==> src/sv/catalan_number_mod_prime_macros.svh <==
// Assertion shorthands shared by the block's modules.
// They expect signals named clk and arst_n in the enclosing module.
`ifndef CATALAN_NUMBER_MOD_PRIME_MACROS_SVH
`define CATALAN_NUMBER_MOD_PRIME_MACROS_SVH

// Same-cycle implication, off while reset is asserted.
`define CNMP_ASSERT_IMP(label, ante, cons, msg) \
	label: assert property (@(posedge clk) disable iff (!arst_n) (ante) |-> (cons)) \
		else $error(msg);

// Next-cycle implication, off while reset is asserted.
`define CNMP_ASSERT_NEXT(label, ante, cons, msg) \
	label: assert property (@(posedge clk) disable iff (!arst_n) (ante) |=> (cons)) \
		else $error(msg);

`endif

==> src/sv/cnmp_pkg.sv <==
package cnmp_pkg;

	localparam int unsigned LEN_W   = 21;
	localparam int unsigned COUNT_W = 30;
	localparam int unsigned M_W     = LEN_W - 1;
	localparam int unsigned CNT_W   = LEN_W;
	localparam int unsigned EXP_W   = 30;
	localparam int unsigned BIT_W   = 5;
	localparam int unsigned STEP_W  = 5;
	localparam int unsigned UROM_DEPTH = 19;

	localparam logic [COUNT_W-1:0] MODP     = 30'd1000000007;
	// Fermat exponent for the inverse
	localparam logic [EXP_W-1:0]   EXP_BITS = MODP - 30'd2;
	// Barrett constant floor(2^60 / P)
	localparam logic [30:0] BARRETT_MU = 31'((64'd1 << 60) / 64'd1000000007);
	localparam logic [31:0] MODP_X2 = 32'd2000000014;
	localparam logic [31:0] MODP_X3 = 32'd3000000021;

	typedef logic [STEP_W-1:0] step_t;

	typedef enum logic [3:0] {
		SRC_N0, SRC_N1, SRC_N2, SRC_D0, SRC_D1, SRC_D2, SRC_ACC,
		SRC_NUMF, SRC_DENF, SRC_ONE
	} src_t;

	typedef enum logic [2:0] {
		REG_N0, REG_N1, REG_N2, REG_D0, REG_D1, REG_D2, REG_ACC
	} reg_t;

	typedef enum logic [2:0] {
		ACT_NONE, ACT_IDLE, ACT_INIT, ACT_STEPC, ACT_STEPB, ACT_OUT, ACT_ZERO
	} act_t;

	typedef enum logic [2:0] {
		JC_NEXT, JC_ALWAYS, JC_BAD, JC_CLOOP, JC_BLOOP
	} jc_t;

	typedef struct packed {
		logic        drain;
		logic        issue;
		logic        on_bit;
		src_t        src_a;
		src_t        src_b;
		reg_t        dst;
		logic [1:0]  off;
		act_t        act;
		jc_t         jc;
		step_t       target;
	} uword_t;

	typedef struct packed {
		logic               valid;
		reg_t               dst;
		logic [COUNT_W-1:0] a;
		logic [COUNT_W-1:0] b;
	} mul_req_t;

	typedef struct packed {
		logic               valid;
		reg_t               dst;
		logic [COUNT_W-1:0] value;
	} mul_wb_t;

	localparam step_t ST_IDLE = 5'd0;
	localparam step_t ST_LOOP = 5'd2;
	localparam step_t ST_EXP  = 5'd14;
	localparam step_t ST_ZERO = 5'd18;

	localparam uword_t UW_RESTART =
		'{1'b0, 1'b0, 1'b0, SRC_ONE, SRC_ONE, REG_N0, 2'd0, ACT_NONE, JC_ALWAYS, ST_IDLE};

	localparam uword_t UROM [UROM_DEPTH] = '{
		// 0: wait for a transaction
		'{1'b0, 1'b0, 1'b0, SRC_ONE, SRC_ONE, REG_N0, 2'd0, ACT_IDLE, JC_NEXT, ST_IDLE},
		// 1: set lanes to one, leave for odd or oversized lengths
		'{1'b0, 1'b0, 1'b0, SRC_ONE, SRC_ONE, REG_N0, 2'd0, ACT_INIT, JC_BAD, ST_ZERO},
		// 2..7: six interleaved product lanes
		'{1'b0, 1'b1, 1'b0, SRC_N0, SRC_NUMF, REG_N0, 2'd1, ACT_NONE, JC_NEXT, ST_IDLE},
		'{1'b0, 1'b1, 1'b0, SRC_D0, SRC_DENF, REG_D0, 2'd1, ACT_NONE, JC_NEXT, ST_IDLE},
		'{1'b0, 1'b1, 1'b0, SRC_N1, SRC_NUMF, REG_N1, 2'd2, ACT_NONE, JC_NEXT, ST_IDLE},
		'{1'b0, 1'b1, 1'b0, SRC_D1, SRC_DENF, REG_D1, 2'd2, ACT_NONE, JC_NEXT, ST_IDLE},
		'{1'b0, 1'b1, 1'b0, SRC_N2, SRC_NUMF, REG_N2, 2'd3, ACT_NONE, JC_NEXT, ST_IDLE},
		'{1'b0, 1'b1, 1'b0, SRC_D2, SRC_DENF, REG_D2, 2'd3, ACT_STEPC, JC_CLOOP, ST_LOOP},
		// 8..11: fold lanes into numerator N0 and denominator D0
		'{1'b1, 1'b1, 1'b0, SRC_N0, SRC_N1, REG_N0, 2'd0, ACT_NONE, JC_NEXT, ST_IDLE},
		'{1'b0, 1'b1, 1'b0, SRC_D0, SRC_D1, REG_D0, 2'd0, ACT_NONE, JC_NEXT, ST_IDLE},
		'{1'b1, 1'b1, 1'b0, SRC_N0, SRC_N2, REG_N0, 2'd0, ACT_NONE, JC_NEXT, ST_IDLE},
		'{1'b0, 1'b1, 1'b0, SRC_D0, SRC_D2, REG_D0, 2'd0, ACT_NONE, JC_NEXT, ST_IDLE},
		// 12..13: exponent bit 0 is set, start ACC at the base
		'{1'b1, 1'b1, 1'b0, SRC_D0, SRC_ONE, REG_ACC, 2'd0, ACT_NONE, JC_NEXT, ST_IDLE},
		'{1'b0, 1'b1, 1'b0, SRC_D0, SRC_D0, REG_D0, 2'd0, ACT_NONE, JC_NEXT, ST_IDLE},
		// 14..15: square and multiply over the remaining exponent bits
		'{1'b1, 1'b1, 1'b1, SRC_ACC, SRC_D0, REG_ACC, 2'd0, ACT_NONE, JC_NEXT, ST_IDLE},
		'{1'b0, 1'b1, 1'b0, SRC_D0, SRC_D0, REG_D0, 2'd0, ACT_STEPB, JC_BLOOP, ST_EXP},
		// 16: numerator times inverse
		'{1'b1, 1'b1, 1'b0, SRC_ACC, SRC_N0, REG_ACC, 2'd0, ACT_NONE, JC_NEXT, ST_IDLE},
		// 17: hand out ACC
		'{1'b1, 1'b0, 1'b0, SRC_ONE, SRC_ONE, REG_N0, 2'd0, ACT_OUT, JC_ALWAYS, ST_IDLE},
		// 18: hand out zero
		'{1'b0, 1'b0, 1'b0, SRC_ONE, SRC_ONE, REG_N0, 2'd0, ACT_ZERO, JC_ALWAYS, ST_IDLE}
	};

endpackage

==> src/sv/cnmp_mulmod.sv <==
`include "catalan_number_mod_prime_macros.svh"

module cnmp_mulmod (
	input  logic              clk,
	input  logic              arst_n,
	input  cnmp_pkg::mul_req_t req,
	output cnmp_pkg::mul_wb_t  wb,
	output logic              busy
);
	import cnmp_pkg::*;

	logic        vld_s1, vld_s2, vld_s3, vld_s4;
	reg_t        dst_s1, dst_s2, dst_s3, dst_s4;
	logic [59:0] x_s1;
	logic [61:0] q2_s2;
	logic [31:0] xlo_s2, xlo_s3;
	logic [31:0] q3p_s3;
	logic [31:0] r_s4;
	logic [31:0] r_m1, r_m2;

	always_ff @(posedge clk or negedge arst_n) begin
		if (!arst_n) begin
			vld_s1 <= 1'b0;
			vld_s2 <= 1'b0;
			vld_s3 <= 1'b0;
			vld_s4 <= 1'b0;
		end else begin
			vld_s1 <= req.valid;
			vld_s2 <= vld_s1;
			vld_s3 <= vld_s2;
			vld_s4 <= vld_s3;
		end
	end

	always_ff @(posedge clk) begin
		dst_s1 <= req.dst;
		x_s1   <= 60'(req.a) * 60'(req.b);
		dst_s2 <= dst_s1;
		q2_s2  <= 62'(x_s1[59:29]) * 62'(BARRETT_MU);
		xlo_s2 <= x_s1[31:0];
		dst_s3 <= dst_s2;
		q3p_s3 <= 32'(q2_s2[61:31]) * 32'(MODP);
		xlo_s3 <= xlo_s2;
		dst_s4 <= dst_s3;
		r_s4   <= xlo_s3 - q3p_s3;
	end

	// Barrett leaves the remainder below 3P: drop P or 2P
	assign r_m1 = r_s4 - 32'(MODP);
	assign r_m2 = r_s4 - MODP_X2;

	always_comb begin
		wb.valid = vld_s4;
		wb.dst   = dst_s4;
		if (r_s4 >= MODP_X2) begin
			wb.value = r_m2[COUNT_W-1:0];
		end else if (r_s4 >= 32'(MODP)) begin
			wb.value = r_m1[COUNT_W-1:0];
		end else begin
			wb.value = r_s4[COUNT_W-1:0];
		end
	end

	assign busy = vld_s1 | vld_s2 | vld_s3 | vld_s4;

	`CNMP_ASSERT_IMP(a_barrett_bound, vld_s4, r_s4 < MODP_X3, "remainder not below 3P")

endmodule

==> src/sv/cnmp_urom.sv <==
module cnmp_urom (
	input  cnmp_pkg::step_t  step,
	output cnmp_pkg::uword_t word
);
	import cnmp_pkg::*;

	always_comb begin
		if (step < STEP_W'(UROM_DEPTH)) begin
			word = UROM[step];
		end else begin
			word = UW_RESTART;
		end
	end

endmodule

==> src/sv/catalan_number_mod_prime.sv <==
// Odd or oversized length: the init step jumps to the zero step, which loads zero as the result;
// even length: factor loop, lane folding, Fermat inverse and final multiply, then the result loads.
// One transaction at a time: the next one is taken back at the idle step after the result loads;
// the factor loop issues one modular multiply per cycle into a 4-stage Barrett pipeline,
// and the Fermat inverse waits for that pipeline to drain before each exponent-bit step.
// The next transaction is taken while a finished result still waits on the master side.
// Reset (arst_n low, asynchronous) returns the sequencer to idle and empties the output.
`include "catalan_number_mod_prime_macros.svh"

module catalan_number_mod_prime #(
	parameter int unsigned MAX_LENGTH = 1048576
) (
	input  logic        clk,
	input  logic        arst_n,
	input  logic        s_tvalid,
	output logic        s_tready,
	input  logic [23:0] s_tdata,   // [20:0] length
	output logic        m_tvalid,
	input  logic        m_tready,
	output logic [31:0] m_tdata    // [29:0] count
);
	import cnmp_pkg::*;

	// Sequencer state
	step_t            step_q;
	uword_t           w;
	logic [LEN_W-1:0] length_q;
	logic [CNT_W-1:0] c_q;
	logic [BIT_W-1:0] b_q;

	// Datapath registers: three numerator lanes, three denominator lanes, accumulator
	logic [COUNT_W-1:0] n0_q, n1_q, n2_q, d0_q, d1_q, d2_q, acc_q;

	// Output register
	logic               m_tvalid_q;
	logic [COUNT_W-1:0] count_q;

	logic [M_W-1:0]     m;
	logic               bad;
	logic [CNT_W-1:0]   s_sum;
	logic [COUNT_W-1:0] numf, denf;
	logic [COUNT_W-1:0] opa, opb;
	logic               accept, out_slot, go, take_jump, load_out;
	mul_req_t           mul_req;
	mul_wb_t            wb;
	logic               busy;

	cnmp_urom u_urom (
		.step (step_q),
		.word (w)
	);

	cnmp_mulmod u_mulmod (
		.clk    (clk),
		.arst_n (arst_n),
		.req    (mul_req),
		.wb     (wb),
		.busy   (busy)
	);

	assign m   = length_q[LEN_W-1:1];
	assign bad = length_q[0] | (32'(length_q) > MAX_LENGTH);

	// Factor for this slot: numerator runs m+1..2m, denominator 1..m+1, pad with one
	assign s_sum = c_q + CNT_W'(w.off);
	always_comb begin
		if (s_sum <= CNT_W'(m)) begin
			numf = COUNT_W'(m) + COUNT_W'(s_sum);
		end else begin
			numf = COUNT_W'(1);
		end
		if (s_sum <= CNT_W'(m) + CNT_W'(1)) begin
			denf = COUNT_W'(s_sum);
		end else begin
			denf = COUNT_W'(1);
		end
	end

	// Operand select
	always_comb begin
		case (w.src_a)
			SRC_N0:   opa = n0_q;
			SRC_N1:   opa = n1_q;
			SRC_N2:   opa = n2_q;
			SRC_D0:   opa = d0_q;
			SRC_D1:   opa = d1_q;
			SRC_D2:   opa = d2_q;
			SRC_ACC:  opa = acc_q;
			SRC_NUMF: opa = numf;
			SRC_DENF: opa = denf;
			default:  opa = COUNT_W'(1);
		endcase
		case (w.src_b)
			SRC_N0:   opb = n0_q;
			SRC_N1:   opb = n1_q;
			SRC_N2:   opb = n2_q;
			SRC_D0:   opb = d0_q;
			SRC_D1:   opb = d1_q;
			SRC_D2:   opb = d2_q;
			SRC_ACC:  opb = acc_q;
			SRC_NUMF: opb = numf;
			SRC_DENF: opb = denf;
			default:  opb = COUNT_W'(1);
		endcase
	end

	// Step control: hold on an empty input, a full output, or a pending writeback
	assign s_tready = (w.act == ACT_IDLE);
	assign accept   = s_tvalid & s_tready;
	assign out_slot = !m_tvalid_q || m_tready;

	always_comb begin
		go = 1'b1;
		if (w.drain && busy) begin
			go = 1'b0;
		end
		if (w.act == ACT_IDLE && !s_tvalid) begin
			go = 1'b0;
		end
		if ((w.act == ACT_OUT || w.act == ACT_ZERO) && !out_slot) begin
			go = 1'b0;
		end
	end

	always_comb begin
		case (w.jc)
			JC_NEXT:   take_jump = 1'b0;
			JC_ALWAYS: take_jump = 1'b1;
			JC_BAD:    take_jump = bad;
			JC_CLOOP:  take_jump = (c_q + CNT_W'(3)) <= CNT_W'(m);
			JC_BLOOP:  take_jump = b_q < BIT_W'(EXP_W - 1);
			default:   take_jump = 1'b0;
		endcase
	end

	// Multiply issue; a square-and-multiply step skips clear exponent bits
	always_comb begin
		mul_req.valid = go && w.issue && (!w.on_bit || EXP_BITS[b_q]);
		mul_req.dst   = w.dst;
		mul_req.a     = opa;
		mul_req.b     = opb;
	end

	assign load_out = go && (w.act == ACT_OUT || w.act == ACT_ZERO);

	always_ff @(posedge clk or negedge arst_n) begin
		if (!arst_n) begin
			step_q     <= ST_IDLE;
			c_q        <= '0;
			b_q        <= '0;
			m_tvalid_q <= 1'b0;
		end else begin
			if (go) begin
				if (take_jump) begin
					step_q <= w.target;
				end else begin
					step_q <= step_q + step_t'(1);
				end
				case (w.act)
					ACT_INIT: begin
						c_q <= '0;
						b_q <= BIT_W'(1);
					end
					ACT_STEPC: c_q <= c_q + CNT_W'(3);
					ACT_STEPB: b_q <= b_q + BIT_W'(1);
					default: ;
				endcase
			end
			if (load_out) begin
				m_tvalid_q <= 1'b1;
			end else if (m_tready) begin
				m_tvalid_q <= 1'b0;
			end
		end
	end

	// Capture the transaction and the result
	always_ff @(posedge clk) begin
		if (accept) begin
			length_q <= s_tdata[LEN_W-1:0];
		end
		if (load_out) begin
			count_q <= (w.act == ACT_OUT) ? acc_q : '0;
		end
	end

	// Lane setup and writeback; the pipe is always empty when lanes are set up
	always_ff @(posedge clk) begin
		if (go && w.act == ACT_INIT) begin
			n0_q <= COUNT_W'(1);
			n1_q <= COUNT_W'(1);
			n2_q <= COUNT_W'(1);
			d0_q <= COUNT_W'(1);
			d1_q <= COUNT_W'(1);
			d2_q <= COUNT_W'(1);
		end else if (wb.valid) begin
			case (wb.dst)
				REG_N0:  n0_q  <= wb.value;
				REG_N1:  n1_q  <= wb.value;
				REG_N2:  n2_q  <= wb.value;
				REG_D0:  d0_q  <= wb.value;
				REG_D1:  d1_q  <= wb.value;
				REG_D2:  d2_q  <= wb.value;
				REG_ACC: acc_q <= wb.value;
				default: ;
			endcase
		end
	end

	assign m_tvalid = m_tvalid_q;
	assign m_tdata  = {2'b00, count_q};

	`CNMP_ASSERT_IMP(a_idle_pipe_empty, w.act == ACT_IDLE, !busy, "multiply in flight while idle")
	`CNMP_ASSERT_IMP(a_out_drained, load_out, !busy, "result taken before last writeback")
	`CNMP_ASSERT_IMP(a_count_reduced, m_tvalid_q, count_q < MODP, "count not reduced mod P")
	`CNMP_ASSERT_NEXT(a_issue_busy, mul_req.valid, busy, "issued multiply not in pipe")

endmodule

==> config.mk <==
export PLATFORM = sky130hd
export DESIGN_NAME = catalan_number_mod_prime
export DESIGN_NICKNAME = d
export VERILOG_FILES = /design/src/sv/cnmp_pkg.sv /design/src/sv/cnmp_mulmod.sv /design/src/sv/cnmp_urom.sv /design/src/sv/catalan_number_mod_prime.sv
export VERILOG_INCLUDE_DIRS = /design/src /design/src/sv
export SDC_FILE = /design/constraint.sdc
export NUM_CORES = 2
export LEC_CHECK = 0
export BUFFER_PORTS_ARGS = -buffer_cell sky130_fd_sc_hd__clkbuf_2
export CAP_MARGIN = 20
export CORE_MARGIN = 3
export CORE_UTILIZATION = 50
export DETAILED_ROUTE_END_ITERATION = 10
export HOLD_SLACK_MARGIN = 0.15
export PLACE_DENSITY_LB_ADDON = 0.05
export SLEW_MARGIN = 0
export SYNTH_ARGS = -nofsm -noshare
export SYNTH_HDL_FRONTEND = slang
export SYNTH_SLANG_ARGS = --single-unit
export TNS_END_PERCENT = 1
==> constraint.sdc <==
create_clock -name clk -period 14.27 [get_ports clk]
set_clock_uncertainty 0.2 [all_clocks]
set_input_delay 2.1405 -clock clk [delete_from_list [all_inputs] [get_ports clk]]
set_output_delay 2.1405 -clock clk [all_outputs]
set_load 0.005 [all_outputs]
==> summary.md <==
| Metric | Value |
|---|---|
| Outcome | finished, final reports clean |
| Port bufs | 56 |
| Mapped Cells | 7,958 |
| Top cell type's share of synthesized area | 33.19% |
| Clock Tree Root | clkbuf_16 |
| Slew Limit Headroom | 22.41% |
| Top fanout value on the critical path | 23 |
| Core area | 0.1463 mm² |
| RR Startpoint | step_q[3] |
| Met3 Usage GRT | 4.347% |
| Crit Reg-Reg Endpoint | u_mulmod.x_s1[47] |
| CP max stage delay | 670 ps |
| Syn_area_per_cell | 9.293 µm² |
| Synthesis Warnings | 0 |
| WL final | 237.6 mm |
| Ports | 62 |
| Antenna violations before repair | 6 |
| Clk_lat worst skew | 700 ps |
| Top FF cell, synth | dfxtp_1 |
| Largest net degree at the start of global routing | 85 |
| Total number of vias | 55,927 |
| GR Util met1 | 44.08% |
| Die area | 0.1526 mm² |
| Layout cells sized above 1 | 7.032% |
| Sequential area share after synthesis | 15.63% |
| Gr busiest metal | met2 |
| Die width | 390.6 µm |
| GR Util met2 | 49.87% |
| Top-count cell post-synth | inv_1 |
| Tcrit/Tclk final | 95.31% |
| Grt ovf | 0 |
| Clk buf depth | 3 |
| Drt pass-1 iters | 8 |
| Gp weighted congestion | 0.9668 |
| Post-route ant nets | 0 |
| Reg2Reg Depth | 47 |
| CTS tree | done |
| Hold Fails Final Rpt | 0 |
| # nets final | 10,207 |
| Clock sink count | 528 |
| Pleak | 40.58 nW |
| Max Clk Rate | 0.07353 GHz |
| Synth cell count leaders | 1,598 x inv_1, 1,226 x fa_1, 897 x ha_1, 831 x nand2_1, 643 x nor2_1 |
| Final core area utilization | 54.67% |
| Iteration-0 DRC Markers | 4,297 |
| Area contributors post-synth | fa_1 33%, ha_1 15%, dfxtp_1 11% |
| All-Layer GR Usage | 31.81% |
| Post-synth EDFFs | 81 |
| RSZ-0062 raised after global routing | false |
| DRC | 0 |
| Ys async rst share | 6.818% |
| Drt via density | 5.578 |
| Largest area contributor in the netlist | fa_1 |
| Hold Path Cell Cnt | 0 |
| Startpoint Class | flop |
| TritonCTS buffer count | 59 |
| Post-CTS Setup Bufs | 0 |
| Number of global-route vias before repair | 58,760 |
| VDD IR max | 97.02 µV |
| Critical path arrival | 13,900 ps |
| Tightest Pin Transition | 1163 ps |
| Site Rows | 140 |
| Setup TNS | 0 ps |
| WHS | 148.4 ps |
| Hold_sp | u_mulmod.xlo_s2[28] |
| Min-delay worst type | flop to flop |
| Post-detail-place hpwl | 190.6 mm |
| Clock transition at path regs | 60 ps |
| Number of max-cap violations | 0 |
| Synthesis-stage register bit count | 528 |
| Critical Path RT | 14,570 ps |
| CTS H-tree lvls | 2 |
| Die height | 390.6 µm |
| Hold Path Sink | u_mulmod.xlo_s3[28] |
| Fin crit period | 13,600 ps |
| Starting Density | 50.56% |
| WS Path Type | flop to flop |
| Setup slack, reg-to-reg | 670 ps |
| WL/cell | 23.69 µm |
| Worst Setup End Kind | flop |
| Distinct cells, synth | 108 |
| PD cells | 39.84 mW/mm² |
| P&R area growth vs syn | 8.121% |
| Max-slew violation count | 0 |
| First-pass GRT wire length | 364.5 mm |
| Slowest-stage cell, CP | o221a_2 |
| Post-synthesis cell area | 0.07395 mm² |
| Endpoints failing setup | 0 |
cell families after synthesis:
family          share of synthesized area [%]
mux                                    0.3181
xor+xnor                                3.177
buf+inv                                 10.32
compound gates                          10.50
other cells                          0.005071
flops                                   15.63
simple gates                            11.69
fa+ha+maj                               48.37
power by group:
part / switching [mW] / internal, mW / total [mW]
Clock: 0.676 / 0.993 / 1.67
Combinational: 0.00492 / 0.00311 / 0.00806
Sequential: 0.00000000000000000323 / 1.51 / 1.51
metrics by stage:
stage	setup slack (ps)	total power, mW	instance area [µm²]	std cells
3_3_place_gp	601.6	1.548	77040	9844
2_1_floorplan	2176	1.541	73950	7959
5_1_grt	97.87	3.269	79950	10023
4_1_cts	445.4	3.206	79860	10021
3_5_place_dp	573.0	1.548	77050	9845
6_report	669.6	3.186	79960	10027
worst max-delay path: cells and delay by family, from the launching register on:
family	cells	cell delay (ps)
adder cells (fa/ha/maj)	11	4710
buffers and inverters	10	1090
AO/OA/AOI/OAI	11	3290
AND/OR/NAND/NOR	13	3100
XOR/XNOR	2	580
flip-flops	1	430
routing by layer:
layer	vias to the layer above	wire length, µm
li1	25396	-
met1	28033	101900
met2	2071	105500
met3	427	17230
met4	0	12920
met5	-	0
what timing repair did:
action | CTS | global route
endpoints found under the setup margin | 0 | 6
resized for setup | 0 | 8
endpoints found under the hold margin | 65 | 0
hold buffers | 65 | 0
cell usage in the layout (no fill, tap or decap), types with 44 or more instances in the layout:
master | synthesis | routed
inv_1 | 1598 | 1598
fa_1 | 1226 | 1226
ha_1 | 897 | 897
nand2_1 | 831 | 831
nor2_1 | 643 | 631
dfxtp_1 | 411 | 411
a21oi_1 | 362 | 360
buf_4 | 35 | 237
xnor2_1 | 184 | 183
o21ai_0 | 143 | 143
a21o_1 | 93 | 93
nand2b_1 | 92 | 92
edfxtp_1 | 81 | 81
nand3_1 | 80 | 77
xor2_1 | 75 | 73
dlygate4sd3_1 | 0 | 65
a22oi_1 | 64 | 64
and2_1 | 61 | 61
clkbuf_16 | 0 | 60
clkbuf_2 | 1 | 56
a211oi_1 | 53 | 53
nor3_1 | 55 | 48
nor2b_1 | 44 | 44
layout make-up:
type / instances / area (µm²)
Inverter: 1601 / 6010
Tap cell: 1917 / 2399
Fill cell: 13592 / 66310
Antenna cell: 4 / 10.01
Multi-Input combinational cell: 5502 / 54980
Timing Repair Buffer: 364 / 2838
Clock buffer: 77 / 1665
Sequential cell: 528 / 11560
Clock inverter: 34 / 495.5
registers in the layout, summed over array words and instances (netlist names), 5 cells and up:
signal           count
u_mulmod.x_s1       60
acc_q               30
u_mulmod.q2_s2      31
u_mulmod.xlo_s2     32
n0_q                30
count_q             30
u_mulmod.r_s4       32
length_q            21
d2_q                30
u_mulmod.xlo_s3     32
d0_q                30
d1_q                30
n2_q                30
u_mulmod.q3p_s3     32
b_q                  5
n1_q                30
step_q               5
c_q                 21
worst max-delay path by stage:
stage / cells past startpoint / startpoint / endpoint / slack, ps
2_1_floorplan: 50 / step_q[3] / u_mulmod.x_s1[47] / 2180
3_3_place_gp: 49 / step_q[3] / u_mulmod.x_s1[59] / 600
3_5_place_dp: 47 / step_q[3] / u_mulmod.x_s1[59] / 570
4_1_cts: 47 / step_q[3] / u_mulmod.x_s1[59] / 450
5_1_grt: 47 / step_q[3] / u_mulmod.x_s1[47] / 100
6_report: 47 / step_q[3] / u_mulmod.x_s1[47] / 670
(Power assumes the default switching activity.)
